==> src/hdl/pss_pkg.sv <==
// Shared types and constants of the polygon scanline span engine.
// Used by the controller, the datapath and the top level; depends on nothing.

package pss_pkg;

    // Width of a vertex coordinate and of a scanline row.
    localparam int COORD_W = 16;
    // Width of a span column on the output side.
    localparam int SPAN_W = 12;
    // Width of the frame size registers.
    localparam int FRAME_W = 13;

    // Input command codes.
    localparam logic [1:0] CMD_CLEAR = 2'd0;
    localparam logic [1:0] CMD_ADD   = 2'd1;
    localparam logic [1:0] CMD_QUERY = 2'd2;

    // Configuration register indexes.
    localparam logic REG_FRAME_WIDTH  = 1'b0;
    localparam logic REG_FRAME_HEIGHT = 1'b1;

    // Reset values of the configuration registers and the frame size limit.
    localparam logic [FRAME_W-1:0] FRAME_WIDTH_RST  = 13'd640;
    localparam logic [FRAME_W-1:0] FRAME_HEIGHT_RST = 13'd480;
    localparam logic [FRAME_W-1:0] FRAME_LIMIT      = 13'd4096;

    // Bounding box values of an empty polygon.
    localparam logic signed [COORD_W-1:0] BOX_LOW_INIT  = 16'sd10000;
    localparam logic signed [COORD_W-1:0] BOX_HIGH_INIT = -16'sd10000;

    // Commands from the controller to the datapath.
    typedef struct packed {
        logic clear;      // reset polygon, box and overflow flag
        logic add;        // store the input vertex and widen the box
        logic setup;      // latch the query row and start the span
        logic rd_zero;    // read vertex 0 instead of the next vertex
        logic load0;      // take the read vertex as the current vertex
        logic idx_step;   // move to the next edge
        logic edge_eval;  // evaluate the edge from current to read vertex
        logic div_start;  // start the divider on the current edge
        logic mul;        // register quotient times edge width
        logic acc;        // round, offset and merge the crossing into the span
        logic out_load;   // load the result register
    } t_cmd;

    // Status from the datapath to the controller.
    typedef struct packed {
        logic go;           // query row inside the box clamped to the frame, polygon not empty
        logic last_edge;    // current edge is the closing edge
        logic edge_active;  // current edge spans the query row
        logic edge_flat;    // current edge is horizontal
        logic div_done;     // divider quotient is ready
        logic out_free;     // result register can take a new item
    } t_status;

endpackage

==> src/hdl/pss_div.sv <==
// Bit-serial restoring divider: one quotient bit per cycle.
// Used by the datapath for the edge intersection; depends on no package.

module pss_div #(
    parameter int DW = 32
) (
    input  logic          i_clk,
    input  logic          i_rst_n,
    input  logic          i_start,
    input  logic [DW-1:0] i_dividend,
    input  logic [15:0]   i_divisor,
    output logic          o_done,
    output logic [DW-1:0] o_quot
);

    localparam int CNTW = $clog2(DW);

    logic            r_busy;
    logic            r_done;
    logic [CNTW-1:0] r_cnt;
    logic [DW-1:0]   r_dvd;
    logic [15:0]     r_rem;
    logic [15:0]     r_dvs;

    logic [16:0] w_shift;
    logic        w_ge;
    logic [16:0] w_sub;

    // One restoring step: shift in the next dividend bit and try the subtract.
    always_comb begin
        w_shift = {r_rem, r_dvd[DW-1]};
        w_ge    = (w_shift >= {1'b0, r_dvs});
        w_sub   = w_shift - {1'b0, r_dvs};
    end

    // Iteration control.
    always_ff @(posedge i_clk) begin
        if (!i_rst_n) begin
            r_busy <= 1'b0;
            r_done <= 1'b0;
            r_cnt  <= '0;
        end else begin
            r_done <= 1'b0;
            if (i_start) begin
                r_busy <= 1'b1;
                r_cnt  <= '0;
            end else if (r_busy) begin
                r_cnt <= r_cnt + CNTW'(1);
                if (r_cnt == CNTW'(DW - 1)) begin
                    r_busy <= 1'b0;
                    r_done <= 1'b1;
                end
            end
        end
    end

    // Remainder and shifting dividend; quotient bits fill the dividend from the bottom.
    always_ff @(posedge i_clk) begin
        if (i_start) begin
            r_dvd <= i_dividend;
            r_dvs <= i_divisor;
            r_rem <= '0;
        end else if (r_busy) begin
            r_dvd <= {r_dvd[DW-2:0], w_ge};
            r_rem <= w_ge ? w_sub[15:0] : w_shift[15:0];
        end
    end

    assign o_done = r_done;
    assign o_quot = r_dvd;

endmodule

==> src/hdl/pss_dp.sv <==
// Datapath of the span engine: vertex memory, bounding box, edge arithmetic,
// span registers and result register. Depends on pss_pkg and pss_div.

module pss_dp #(
    parameter int MAX_VERTICES = 16,
    parameter int FRAC_BITS    = 16
) (
    input  logic                                i_clk,
    input  logic                                i_rst_n,
    input  pss_pkg::t_cmd                       i_cmd,
    output pss_pkg::t_status                    o_status,
    input  logic signed [pss_pkg::COORD_W-1:0]  i_in_x,
    input  logic signed [pss_pkg::COORD_W-1:0]  i_in_y,
    input  logic                                i_cfg_valid,
    input  logic                                i_cfg_index,
    input  logic [pss_pkg::FRAME_W-1:0]         i_cfg_data,
    output logic                                o_out_valid,
    input  logic                                i_out_ready,
    output logic                                o_span_valid,
    output logic signed [pss_pkg::COORD_W-1:0]  o_span_row,
    output logic [pss_pkg::SPAN_W-1:0]          o_span_start,
    output logic [pss_pkg::SPAN_W-1:0]          o_span_end,
    output logic                                o_vertex_dropped
);

    localparam int AW = $clog2(MAX_VERTICES);
    localparam int CW = $clog2(MAX_VERTICES + 1);
    // The shifted row offset, the quotient and the product all wrap at 32 bits.
    localparam int PW = 32;
    localparam logic [PW-1:0] ROUND =
        {{(PW - FRAC_BITS){1'b0}}, 1'b1, {(FRAC_BITS - 1){1'b0}}};

    // Configuration registers.
    logic [pss_pkg::FRAME_W-1:0] r_frame_w;
    logic [pss_pkg::FRAME_W-1:0] r_frame_h;

    // Polygon state.
    logic signed [15:0] mem_x [MAX_VERTICES];
    logic signed [15:0] mem_y [MAX_VERTICES];
    logic [CW-1:0]      r_count;
    logic               r_overflow;
    logic signed [15:0] r_box_min_x;
    logic signed [15:0] r_box_min_y;
    logic signed [15:0] r_box_max_x;
    logic signed [15:0] r_box_max_y;

    // Query state.
    logic signed [15:0] r_qy;
    logic               r_go;
    logic [AW-1:0]      r_idx;
    logic signed [15:0] r_rd_x;
    logic signed [15:0] r_rd_y;
    logic signed [15:0] r_cur_x;
    logic signed [15:0] r_cur_y;
    logic signed [15:0] r_e_tx;
    logic signed [16:0] r_e_dx;
    logic [PW-1:0]      r_prod;
    logic signed [15:0] r_start;
    logic signed [15:0] r_end;

    // Result register.
    logic               r_out_valid;
    logic               r_out_span_valid;
    logic signed [15:0] r_out_row;
    logic [11:0]        r_out_start;
    logic [11:0]        r_out_end;
    logic               r_out_dropped;

    logic               w_full;
    logic [CW-1:0]      w_idx_inc;
    logic               w_last;
    logic [AW-1:0]      w_rd_addr;
    logic [12:0]        w_fw;
    logic [12:0]        w_fh;
    logic signed [16:0] w_lo;
    logic signed [16:0] w_hi;
    logic signed [16:0] w_qy;
    logic               w_in_range;
    logic               w_swap;
    logic signed [15:0] w_tx;
    logic signed [15:0] w_ty;
    logic signed [15:0] w_bx;
    logic signed [15:0] w_by;
    logic               w_active;
    logic               w_flat;
    logic signed [15:0] w_hmin;
    logic signed [15:0] w_hmax;
    logic signed [16:0] w_qdiff;
    logic signed [16:0] w_dy;
    logic [PW-1:0]      w_dividend;
    logic               w_div_done;
    logic [PW-1:0]      w_quot;
    logic [PW-1:0]      w_dx_ext;
    logic [PW-1:0]      w_p;
    logic signed [15:0] w_ix;
    logic signed [16:0] w_end17;
    logic signed [16:0] w_start17;
    logic signed [16:0] w_fw17;
    logic signed [16:0] w_end_c;
    logic signed [16:0] w_start_c;
    logic               w_span_ok;

    // Configuration writes.
    always_ff @(posedge i_clk) begin
        if (!i_rst_n) begin
            r_frame_w <= pss_pkg::FRAME_WIDTH_RST;
            r_frame_h <= pss_pkg::FRAME_HEIGHT_RST;
        end else if (i_cfg_valid) begin
            case (i_cfg_index)
                pss_pkg::REG_FRAME_WIDTH:  r_frame_w <= i_cfg_data;
                pss_pkg::REG_FRAME_HEIGHT: r_frame_h <= i_cfg_data;
                default:                   r_frame_w <= r_frame_w;
            endcase
        end
    end

    // Edge index arithmetic; the closing edge wraps back to vertex 0.
    always_comb begin
        w_full    = (r_count == CW'(MAX_VERTICES));
        w_idx_inc = CW'(r_idx) + CW'(1);
        w_last    = (w_idx_inc == r_count);
        if (i_cmd.rd_zero || w_last) begin
            w_rd_addr = '0;
        end else begin
            w_rd_addr = w_idx_inc[AW-1:0];
        end
    end

    // Vertex memory: written by add, read one vertex per cycle during a query.
    always_ff @(posedge i_clk) begin
        if (i_cmd.add && !w_full) begin
            mem_x[r_count[AW-1:0]] <= i_in_x;
            mem_y[r_count[AW-1:0]] <= i_in_y;
        end
        r_rd_x <= mem_x[w_rd_addr];
        r_rd_y <= mem_y[w_rd_addr];
    end

    // Vertex count, bounding box and overflow flag.
    always_ff @(posedge i_clk) begin
        if (!i_rst_n || i_cmd.clear) begin
            r_count     <= '0;
            r_overflow  <= 1'b0;
            r_box_min_x <= pss_pkg::BOX_LOW_INIT;
            r_box_min_y <= pss_pkg::BOX_LOW_INIT;
            r_box_max_x <= pss_pkg::BOX_HIGH_INIT;
            r_box_max_y <= pss_pkg::BOX_HIGH_INIT;
        end else if (i_cmd.add) begin
            if (w_full) begin
                r_overflow <= 1'b1;
            end else begin
                r_count <= r_count + CW'(1);
                if (i_in_x < r_box_min_x) r_box_min_x <= i_in_x;
                if (i_in_y < r_box_min_y) r_box_min_y <= i_in_y;
                if (i_in_x > r_box_max_x) r_box_max_x <= i_in_x;
                if (i_in_y > r_box_max_y) r_box_max_y <= i_in_y;
            end
        end
    end

    // Row range test against the box clamped to the frame.
    always_comb begin
        w_fh = (r_frame_h > pss_pkg::FRAME_LIMIT) ? pss_pkg::FRAME_LIMIT : r_frame_h;
        w_fw = (r_frame_w > pss_pkg::FRAME_LIMIT) ? pss_pkg::FRAME_LIMIT : r_frame_w;
        w_lo = (r_box_min_y < 16'sd0) ? 17'sd0 : 17'(r_box_min_y);
        w_hi = $signed({4'b0, w_fh}) - 17'sd1;
        if (17'(r_box_max_y) < w_hi) begin
            w_hi = 17'(r_box_max_y);
        end
        w_qy       = 17'(i_in_y);
        w_in_range = (w_qy >= w_lo) && (w_qy <= w_hi);
    end

    // Current edge, ordered so that the top endpoint has the smaller y.
    always_comb begin
        w_swap     = (r_rd_y < r_cur_y);
        w_tx       = w_swap ? r_rd_x : r_cur_x;
        w_ty       = w_swap ? r_rd_y : r_cur_y;
        w_bx       = w_swap ? r_cur_x : r_rd_x;
        w_by       = w_swap ? r_cur_y : r_rd_y;
        w_active   = (w_ty <= r_qy) && (w_by >= r_qy);
        w_flat     = (w_by == w_ty);
        w_hmin     = (w_bx < w_tx) ? w_bx : w_tx;
        w_hmax     = (w_bx < w_tx) ? w_tx : w_bx;
        w_qdiff    = 17'(r_qy) - 17'(w_ty);
        w_dy       = 17'(w_by) - 17'(w_ty);
        w_dividend = PW'({w_qdiff, {FRAC_BITS{1'b0}}});
    end

    pss_div #(
        .DW(PW)
    ) u_div (
        .i_clk      (i_clk),
        .i_rst_n    (i_rst_n),
        .i_start    (i_cmd.div_start),
        .i_dividend (w_dividend),
        .i_divisor  (w_dy[15:0]),
        .o_done     (w_div_done),
        .o_quot     (w_quot)
    );

    // Rounded crossing: product, half-unit rounding, integer part plus top x.
    always_comb begin
        w_dx_ext = {{(PW - 17){r_e_dx[16]}}, r_e_dx};
        w_p      = r_prod + ROUND;
        w_ix     = $signed(16'(w_p[PW-1:FRAC_BITS]) + r_e_tx);
    end

    // Query sequencing registers.
    always_ff @(posedge i_clk) begin
        if (i_cmd.setup) begin
            r_qy  <= i_in_y;
            r_go  <= w_in_range && (r_count != '0);
            r_idx <= '0;
        end else if (i_cmd.idx_step) begin
            r_idx <= w_idx_inc[AW-1:0];
        end
        if (i_cmd.load0 || i_cmd.edge_eval) begin
            r_cur_x <= r_rd_x;
            r_cur_y <= r_rd_y;
        end
        if (i_cmd.edge_eval) begin
            r_e_tx <= w_tx;
            r_e_dx <= 17'(w_bx) - 17'(w_tx);
        end
        if (i_cmd.mul) begin
            r_prod <= w_quot * w_dx_ext;
        end
    end

    // Span extremes: start from the box, widen by flat edges and crossings.
    always_ff @(posedge i_clk) begin
        if (i_cmd.setup) begin
            r_start <= r_box_max_x;
            r_end   <= r_box_min_x;
        end else if (i_cmd.edge_eval && w_active && w_flat) begin
            if (r_start > w_hmin) r_start <= w_hmin;
            if (r_end < w_hmax)   r_end   <= w_hmax;
        end else if (i_cmd.acc) begin
            if (w_ix < r_start) r_start <= w_ix;
            if (w_ix > r_end)   r_end   <= w_ix;
        end
    end

    // Clip the span to the frame and decide whether it is empty.
    always_comb begin
        w_end17   = 17'(r_end);
        w_start17 = 17'(r_start);
        w_fw17    = $signed({4'b0, w_fw});
        w_end_c   = (w_end17 >= w_fw17) ? (w_fw17 - 17'sd1) : w_end17;
        w_start_c = (w_start17 < 17'sd0) ? 17'sd0 : w_start17;
        w_span_ok = r_go && (w_start_c <= w_end_c);
    end

    // Result register; it parts the controller from the output handshake.
    always_ff @(posedge i_clk) begin
        if (!i_rst_n) begin
            r_out_valid <= 1'b0;
        end else if (i_cmd.out_load) begin
            r_out_valid <= 1'b1;
        end else if (i_out_ready) begin
            r_out_valid <= 1'b0;
        end
    end

    always_ff @(posedge i_clk) begin
        if (i_cmd.out_load) begin
            r_out_span_valid <= w_span_ok;
            r_out_row        <= r_qy;
            r_out_start      <= w_span_ok ? w_start_c[11:0] : 12'd0;
            r_out_end        <= w_span_ok ? w_end_c[11:0] : 12'd0;
            r_out_dropped    <= r_overflow;
        end
    end

    // Status toward the controller.
    always_comb begin
        o_status.go          = r_go;
        o_status.last_edge   = w_last;
        o_status.edge_active = w_active;
        o_status.edge_flat   = w_flat;
        o_status.div_done    = w_div_done;
        o_status.out_free    = !r_out_valid || i_out_ready;
    end

    assign o_out_valid      = r_out_valid;
    assign o_span_valid     = r_out_span_valid;
    assign o_span_row       = r_out_row;
    assign o_span_start     = r_out_start;
    assign o_span_end       = r_out_end;
    assign o_vertex_dropped = r_out_dropped;

endmodule

==> src/hdl/pss_ctrl.sv <==
// Controller of the span engine: accepts items and sequences the edge walk.
// Depends on pss_pkg for the command and status structs and command codes.

module pss_ctrl (
    input  logic             i_clk,
    input  logic             i_rst_n,
    input  logic             i_in_valid,
    input  logic [1:0]       i_in_op,
    output logic             o_in_ready,
    input  pss_pkg::t_status i_status,
    output pss_pkg::t_cmd    o_cmd
);

    typedef enum logic [8:0] {
        S_IDLE   = 9'b000000001,
        S_FETCH0 = 9'b000000010,
        S_LOAD0  = 9'b000000100,
        S_READ   = 9'b000001000,
        S_EDGE   = 9'b000010000,
        S_DIV    = 9'b000100000,
        S_MUL    = 9'b001000000,
        S_ACC    = 9'b010000000,
        S_DONE   = 9'b100000000
    } t_state;

    t_state r_state;
    t_state n_state;

    // State register.
    always_ff @(posedge i_clk) begin
        if (!i_rst_n) begin
            r_state <= S_IDLE;
        end else begin
            r_state <= n_state;
        end
    end

    // Next state and datapath commands.
    always_comb begin
        n_state    = r_state;
        o_cmd      = '0;
        o_in_ready = 1'b0;
        case (r_state)
            S_IDLE: begin
                o_in_ready = 1'b1;
                if (i_in_valid) begin
                    case (i_in_op)
                        pss_pkg::CMD_CLEAR: o_cmd.clear = 1'b1;
                        pss_pkg::CMD_ADD:   o_cmd.add   = 1'b1;
                        pss_pkg::CMD_QUERY: begin
                            o_cmd.setup = 1'b1;
                            n_state     = S_FETCH0;
                        end
                        default: n_state = S_IDLE;
                    endcase
                end
            end
            S_FETCH0: begin
                o_cmd.rd_zero = 1'b1;
                n_state = i_status.go ? S_LOAD0 : S_DONE;
            end
            S_LOAD0: begin
                o_cmd.load0 = 1'b1;
                n_state     = S_READ;
            end
            S_READ: begin
                n_state = S_EDGE;
            end
            S_EDGE: begin
                o_cmd.edge_eval = 1'b1;
                if (i_status.edge_active && !i_status.edge_flat) begin
                    o_cmd.div_start = 1'b1;
                    n_state         = S_DIV;
                end else if (i_status.last_edge) begin
                    n_state = S_DONE;
                end else begin
                    o_cmd.idx_step = 1'b1;
                    n_state        = S_READ;
                end
            end
            S_DIV: begin
                if (i_status.div_done) begin
                    n_state = S_MUL;
                end
            end
            S_MUL: begin
                o_cmd.mul = 1'b1;
                n_state   = S_ACC;
            end
            S_ACC: begin
                o_cmd.acc = 1'b1;
                if (i_status.last_edge) begin
                    n_state = S_DONE;
                end else begin
                    o_cmd.idx_step = 1'b1;
                    n_state        = S_READ;
                end
            end
            S_DONE: begin
                if (i_status.out_free) begin
                    o_cmd.out_load = 1'b1;
                    n_state        = S_IDLE;
                end
            end
            default: n_state = S_IDLE;
        endcase
    end

endmodule

==> src/hdl/polygon_scanline_span_engine_unit.sv <==
// Polygon scanline span engine: vertex list, bounding box and span queries.
// Clear and add-vertex items give no result. A query walks the edges from vertex 0;
// a non-flat edge that crosses the row also runs the divider (32 divider steps), a
// multiply and an accumulate. A row outside the box skips the walk; the result may
// wait for the result register. One item is in work at a time. Synchronous reset
// empties the polygon and loads 640 x 480; the vertex memory needs no clearing pass.

module polygon_scanline_span_engine_unit #(
    parameter int MAX_VERTICES = 16,
    parameter int FRAC_BITS    = 16
) (
    input  logic        i_clk,
    input  logic        i_rst_n,
    // Input item stream.
    input  logic        s_axis_tvalid,
    output logic        s_axis_tready,
    input  logic [31:0] s_axis_tdata,   // [15:0] coord_x, [31:16] coord_y
    input  logic [1:0]  s_axis_tuser,   // [1:0] cmd
    // Result item stream.
    output logic        m_axis_tvalid,
    input  logic        m_axis_tready,
    output logic [47:0] m_axis_tdata,   // [15:0] span_row, [27:16] span_start,
                                        // [39:28] span_end, [40] vertex_dropped, rest 0
    output logic [0:0]  m_axis_tuser,   // [0] span_valid
    // Configuration writes.
    input  logic        i_cfg_valid,
    output logic        o_cfg_ready,
    input  logic        i_cfg_index,
    input  logic [12:0] i_cfg_data
);

    pss_pkg::t_cmd    w_cmd;
    pss_pkg::t_status w_status;
    logic             w_in_ready;
    logic             w_span_valid;
    logic [15:0]      w_span_row;
    logic [11:0]      w_span_start;
    logic [11:0]      w_span_end;
    logic             w_vertex_dropped;

    pss_ctrl u_ctrl (
        .i_clk      (i_clk),
        .i_rst_n    (i_rst_n),
        .i_in_valid (s_axis_tvalid),
        .i_in_op    (s_axis_tuser),
        .o_in_ready (w_in_ready),
        .i_status   (w_status),
        .o_cmd      (w_cmd)
    );

    pss_dp #(
        .MAX_VERTICES (MAX_VERTICES),
        .FRAC_BITS    (FRAC_BITS)
    ) u_dp (
        .i_clk            (i_clk),
        .i_rst_n          (i_rst_n),
        .i_cmd            (w_cmd),
        .o_status         (w_status),
        .i_in_x           (s_axis_tdata[15:0]),
        .i_in_y           (s_axis_tdata[31:16]),
        .i_cfg_valid      (i_cfg_valid),
        .i_cfg_index      (i_cfg_index),
        .i_cfg_data       (i_cfg_data),
        .o_out_valid      (m_axis_tvalid),
        .i_out_ready      (m_axis_tready),
        .o_span_valid     (w_span_valid),
        .o_span_row       (w_span_row),
        .o_span_start     (w_span_start),
        .o_span_end       (w_span_end),
        .o_vertex_dropped (w_vertex_dropped)
    );

    // Configuration writes are always taken.
    assign o_cfg_ready   = 1'b1;
    assign s_axis_tready = w_in_ready;

    // Pack the result item.
    assign m_axis_tdata = {7'd0, w_vertex_dropped, w_span_end, w_span_start, w_span_row};
    assign m_axis_tuser = w_span_valid;

endmodule

==> config.mk <==
export PLATFORM = sky130hd
export DESIGN_NAME = polygon_scanline_span_engine_unit
export DESIGN_NICKNAME = d
export VERILOG_FILES = /design/src/hdl/pss_pkg.sv /design/src/hdl/pss_div.sv /design/src/hdl/pss_dp.sv /design/src/hdl/pss_ctrl.sv /design/src/hdl/polygon_scanline_span_engine_unit.sv
export SDC_FILE = /design/constraint.sdc
export NUM_CORES = 2
export LEC_CHECK = 0
export BUFFER_PORTS_ARGS = -buffer_cell sky130_fd_sc_hd__buf_2
export CAP_MARGIN = 10
export CORE_AREA = 4 4 339 341
export DETAILED_ROUTE_END_ITERATION = 8
export DIE_AREA = 0 0 343 345
export PLACE_DENSITY = 0.76
export SYNTH_ARGS = -nofsm -noshare
export SYNTH_HDL_FRONTEND = slang
export SYNTH_HIERARCHICAL = 1
export SYNTH_SLANG_ARGS = --single-unit
==> constraint.sdc <==
create_clock -name i_clk -period 11.35 [get_ports i_clk]
set_input_delay 0.5675 -clock i_clk [delete_from_list [all_inputs] [get_ports i_clk]]
set_output_delay 0.5675 -clock i_clk [all_outputs]
set_load 0.01 [all_outputs]
==> impl_results.rst <==
.. list-table::
   :header-rows: 1

   * - Metric
     - Value
   * - Dominant synthesized flop cell
     - sky130_fd_sc_hd__edfxtp_1
   * - Overall die width
     - 343 um
   * - Quantity of hold-fixing buffers added after cts
     - 0
   * - Setup slack, reg-to-reg
     - 3090 ps
   * - Synth async-reset ratio
     - 0
   * - Share of the clock period used by the worst path after layout
     - 0.728
   * - Cells after Synth
     - 5,312
   * - Clock buffers created by TritonCTS
     - 94
   * - Root buffer selected by CTS
     - sky130_fd_sc_hd__clkbuf_16
   * - Clock slew at reported path FFs
     - 60 ps
   * - Critical register-to-register path endpoint
     - u_dp/r_prod[31]
   * - Hold WC Path Type
     - in2reg
   * - Status
     - finished clean
   * - Final design area excluding fillers
     - 62,800 um^2
   * - Number of global-route vias before repair
     - 40.0k
   * - Largest net degree at the start of global routing
     - 196
   * - EDFF count, synth
     - 733
   * - Worst r2r src
     - u_dp/r_e_dx[2]
   * - Clock tree skew after final layout
     - 31.3 ps
   * - Standby leakage power
     - 0.0248 uW
   * - Register area share after synthesis
     - 0.439
   * - Final TNS setup
     - 0 ps
   * - Max-Slew Margin vs Limit
     - 0.228
   * - Resized cells post-CTS
     - 0
   * - Number of pins with negative max-slew slack in the final report
     - 0
   * - Time the worst path needs with I/O delays and setup
     - 8260 ps
   * - First-pass GRT wire length
     - 227 mm
   * - Top Ports
     - 105
   * - Clock sink count
     - 898
   * - Peak fanout along the critical path
     - 30
   * - Area share of the largest cell type after synthesis
     - 0.382
   * - Total number of placement rows
     - 123
   * - Detailed-placement wirelength estimate
     - 99.2 mm
   * - Die Span Y
     - 345 um
   * - Endpoint of the most critical setup path
     - u_dp/r_prod[31]
   * - Req. time, crit path
     - 11,750 ps
   * - Placeable Area
     - 112,000 um^2
   * - GRT Resource Usage Total
     - 0.243
   * - Antenna Nets Post-Route
     - 0
   * - Final Hold Vio Count
     - 0
   * - Starting utilization of the core area
     - 0.515
   * - Critical path launch point type
     - flop
   * - Synthesis warning total
     - 6
   * - Transition at the pin with the smallest max-transition slack
     - 1160 ps
   * - Avg Cell Area, Syn
     - 10.9 um^2
   * - Routability cong.
     - 0.905
   * - Overall via count from detail_route
     - 40.3k
   * - Highest achievable clock rate
     - 121 MHz
   * - Worst EP arrival
     - 8660 ps
   * - TritonCTS clock tree
     - done
   * - Number of vias per cell after detailed routing
     - 5.85
   * - Worst path setup slack after routing
     - 3090 ps
   * - Clk buf depth
     - 3
   * - Classification of the worst setup path
     - reg2reg
   * - Unique masters post-synth
     - 103
   * - Average wire per standard cell
     - 21.0 um
   * - Critical path origin
     - u_dp/r_e_dx[2]
   * - Insertion delay of the later-clocked pin in the worst-skew pair
     - 680 ps
   * - Peak supply drop
     - 0.109 mV
   * - Unrepaired setup endpoints after global routing
     - no
   * - 1st-iter DRT viols
     - 3,546
   * - Sequential cell area in the final layout
     - 25,300 um^2
   * - Residual overflow from global routing
     - 0
   * - Seq cells post-synth
     - 898
   * - Die Area
     - 118,000 um^2
   * - Footprint of the multi-input gates
     - 29,500 um^2
   * - Detailed Route WL
     - 145 mm
   * - Pre-CTS setup slack
     - 3120 ps
   * - Synth Cell Area
     - 57,700 um^2
   * - Number of nets in the layout
     - 6,059
   * - Type of destination of the critical path
     - flop
   * - Fraction of layout cells with a size suffix above 1
     - 0.0801
   * - Antenna violations before repair
     - 12
   * - Instance area after placement
     - 59,600 um^2
   * - Post-CTS setup buffer count
     - 0
   * - Setup violations, final
     - 0
   * - Dominant cell type by area after synthesis
     - sky130_fd_sc_hd__edfxtp_1
   * - Path depth of the worst reg2reg path
     - 25
   * - Filler cell count in the final layout
     - 9,222
   * - Layout-stage area growth over the synthesis result
     - 8.89%
   * - Area contributors post-synth
     - sky130_fd_sc_hd__edfxtp_1 38%, sky130_fd_sc_hd__fa_1 11%, sky130_fd_sc_hd__ha_1 8.2%, sky130_fd_sc_hd__dfxtp_1 5.7%, sky130_fd_sc_hd__nand2_1 3.8%
   * - Input/output buffers
     - 96
   * - Max H-tree Level
     - 3
   * - Max Cap Violations
     - 0
   * - Detailed-router iteration count before antenna repair
     - 6
   * - P per Cell Area
     - 120 nW/um^2
   * - Remaining design rule violation count
     - 0
==> Yosys cell counts, types with 74 or more instances <==
| library cell | n |
|---|---|
| sky130_fd_sc_hd__o31ai_1 | 74 |
| sky130_fd_sc_hd__nand2_1 | 591 |
| sky130_fd_sc_hd__edfxtp_1 | 733 |
| sky130_fd_sc_hd__dfxtp_1 | 165 |
| sky130_fd_sc_hd__xnor2_1 | 99 |
| sky130_fd_sc_hd__nand2b_1 | 194 |
| sky130_fd_sc_hd__a211oi_1 | 77 |
| sky130_fd_sc_hd__clkbuf_1 | 216 |
| sky130_fd_sc_hd__a21oi_1 | 157 |
| sky130_fd_sc_hd__o21ai_0 | 197 |
| sky130_fd_sc_hd__and2_1 | 256 |
| sky130_fd_sc_hd__nor2_1 | 249 |
| sky130_fd_sc_hd__ha_1 | 380 |
| sky130_fd_sc_hd__inv_1 | 536 |
| sky130_fd_sc_hd__mux2i_1 | 102 |
| sky130_fd_sc_hd__fa_1 | 321 |
| sky130_fd_sc_hd__a31oi_1 | 83 |
==> per-stage QoR <==
step / hold WS [ps] / std cells / power (uW) / util
5_1_grt: 120 / 6884 / 7820 / 0.561
2_1_floorplan: 403 / 5333 / 4200 / -
3_5_place_dp: 449 / 6709 / 4440 / 0.533
3_3_place_gp: 432 / 6709 / 4420 / 0.533
4_1_cts: 98.6 / 6884 / 7600 / 0.561
6_report: 140 / 6888 / 7560 / 0.561
==> critical path, stage by stage (launching register included) <==
cell and delay (ps):
sky130_fd_sc_hd__edfxtp_1 1060, sky130_fd_sc_hd__nand2_1 190, sky130_fd_sc_hd__fa_1 590, sky130_fd_sc_hd__inv_1 60, sky130_fd_sc_hd__fa_1 520, sky130_fd_sc_hd__inv_1 50
sky130_fd_sc_hd__fa_1 480, sky130_fd_sc_hd__fa_1 560, sky130_fd_sc_hd__inv_1 50, sky130_fd_sc_hd__fa_1 490, sky130_fd_sc_hd__fa_1 420, sky130_fd_sc_hd__ha_1 310
sky130_fd_sc_hd__a21o_1 180, sky130_fd_sc_hd__a21o_1 170, sky130_fd_sc_hd__a21oi_1 170, sky130_fd_sc_hd__o21ai_0 100, sky130_fd_sc_hd__a41o_1 280, sky130_fd_sc_hd__a21oi_1 290
sky130_fd_sc_hd__o21ai_0 260, sky130_fd_sc_hd__and4_1 300, sky130_fd_sc_hd__o31a_1 340, sky130_fd_sc_hd__o311ai_0 490, sky130_fd_sc_hd__a21oi_1 190, sky130_fd_sc_hd__o21a_1 230
sky130_fd_sc_hd__nor2_1 130, sky130_fd_sc_hd__xnor2_1 80
==> logic make-up (layout without fill, tap and decap cells) <==
logic type	count (synthesis)	in the layout	synth area share
AND/OR/NAND/NOR	1618	1618	0.139
AO/OA/AOI/OAI	942	942	0.110
flip-flops	898	898	0.439
buffers and inverters	810	861	0.0545
adder cells (fa/ha/maj)	719	719	0.197
multiplexers	177	177	0.0387
XOR/XNOR	145	145	0.0220
other	3	28	0.000195
==> registers in the layout, indices dropped and copies added (netlist names), 12 cells and up <==
register           flops
u_dp/r_cur_x          16
u_dp/r_box_min_y      16
u_dp/r_prod           17
u_dp/r_box_min_x      16
u_dp/u_div/o_quot     32
u_dp/r_frame_h        13
u_dp/r_qy             16
u_dp/r_frame_w        13
u_dp/mem_y           256
u_dp/r_rd_x           16
u_dp/r_e_dx           17
u_dp/r_rd_y           16
u_dp/r_box_max_y      16
u_dp/u_div/r_dvs      16
u_dp/o_span_end       12
u_dp/u_div/r_rem      16
u_dp/r_cur_y          16
u_dp/o_span_start     12
u_dp/mem_x           256
u_dp/o_span_row       16
u_dp/r_e_tx           16
u_dp/r_box_max_x      16
u_dp/r_start          16
u_dp/r_end            16
==> routing by layer <==
layer | part of all wire | vias up | global-route usage
met3 | 0.072 | 339 | 0.0349
met1 | 0.41 | 19900 | 0.322
met2 | 0.48 | 1531 | 0.405
met5 | 0.00019 | - | 0
li1 | - | 18500 | -
met4 | 0.041 | 4 | 0.0935
==> where the power goes <==
part	leakage (uW)	switching, uW	internal [uW]
Combinational	0.0153	466	278
Sequential	0.00795	46.9	3600
Clock	0.00156	1320	1850
==> cell usage in the layout, fill, tap and decap left out, types with 67 or more instances in the layout <==
cell / n
sky130_fd_sc_hd__o311ai_0: 67
sky130_fd_sc_hd__nor2_1: 229
sky130_fd_sc_hd__nand2_1: 590
sky130_fd_sc_hd__nand2b_1: 193
sky130_fd_sc_hd__clkbuf_16: 96
sky130_fd_sc_hd__dfxtp_1: 164
sky130_fd_sc_hd__a31oi_1: 82
sky130_fd_sc_hd__o21ai_0: 196
sky130_fd_sc_hd__and2_1: 256
sky130_fd_sc_hd__xnor2_1: 99
sky130_fd_sc_hd__buf_2: 96
sky130_fd_sc_hd__inv_1: 536
sky130_fd_sc_hd__fa_1: 321
sky130_fd_sc_hd__a21oi_1: 157
sky130_fd_sc_hd__o31ai_1: 73
sky130_fd_sc_hd__a211oi_1: 77
sky130_fd_sc_hd__edfxtp_1: 733
sky130_fd_sc_hd__mux2i_1: 102
sky130_fd_sc_hd__ha_1: 380
==> layout make-up <==
type / count / area share
well taps: 1500 / 0.0299
multi-input cells: 3625 / 0.470
inverters: 538 / 0.0322
clock inverters: 53 / 0.0104
flip-flops and latches: 898 / 0.403
clock buffers: 122 / 0.0404
diodes: 4 / 0.000159
repair buffers: 148 / 0.0141
==> worst min-delay path by stage <==
stage / startpoint / to / slack [ps] / cells past startpoint
detailed placement: u_dp/r_overflow / u_dp/o_vertex_dropped / 450 / 0
global placement: u_dp/r_overflow / u_dp/o_vertex_dropped / 430 / 0
global route: i_cfg_data[7] / u_dp/r_frame_h[7] / 120 / 3
CTS: i_cfg_data[7] / u_dp/r_frame_h[7] / 100 / 3
finish: i_cfg_data[7] / u_dp/r_frame_h[7] / 140 / 3
floorplan: u_dp/r_rd_x[0] / u_dp/r_cur_x[0] / 400 / 0
Power figures use the tool's default switching activity.
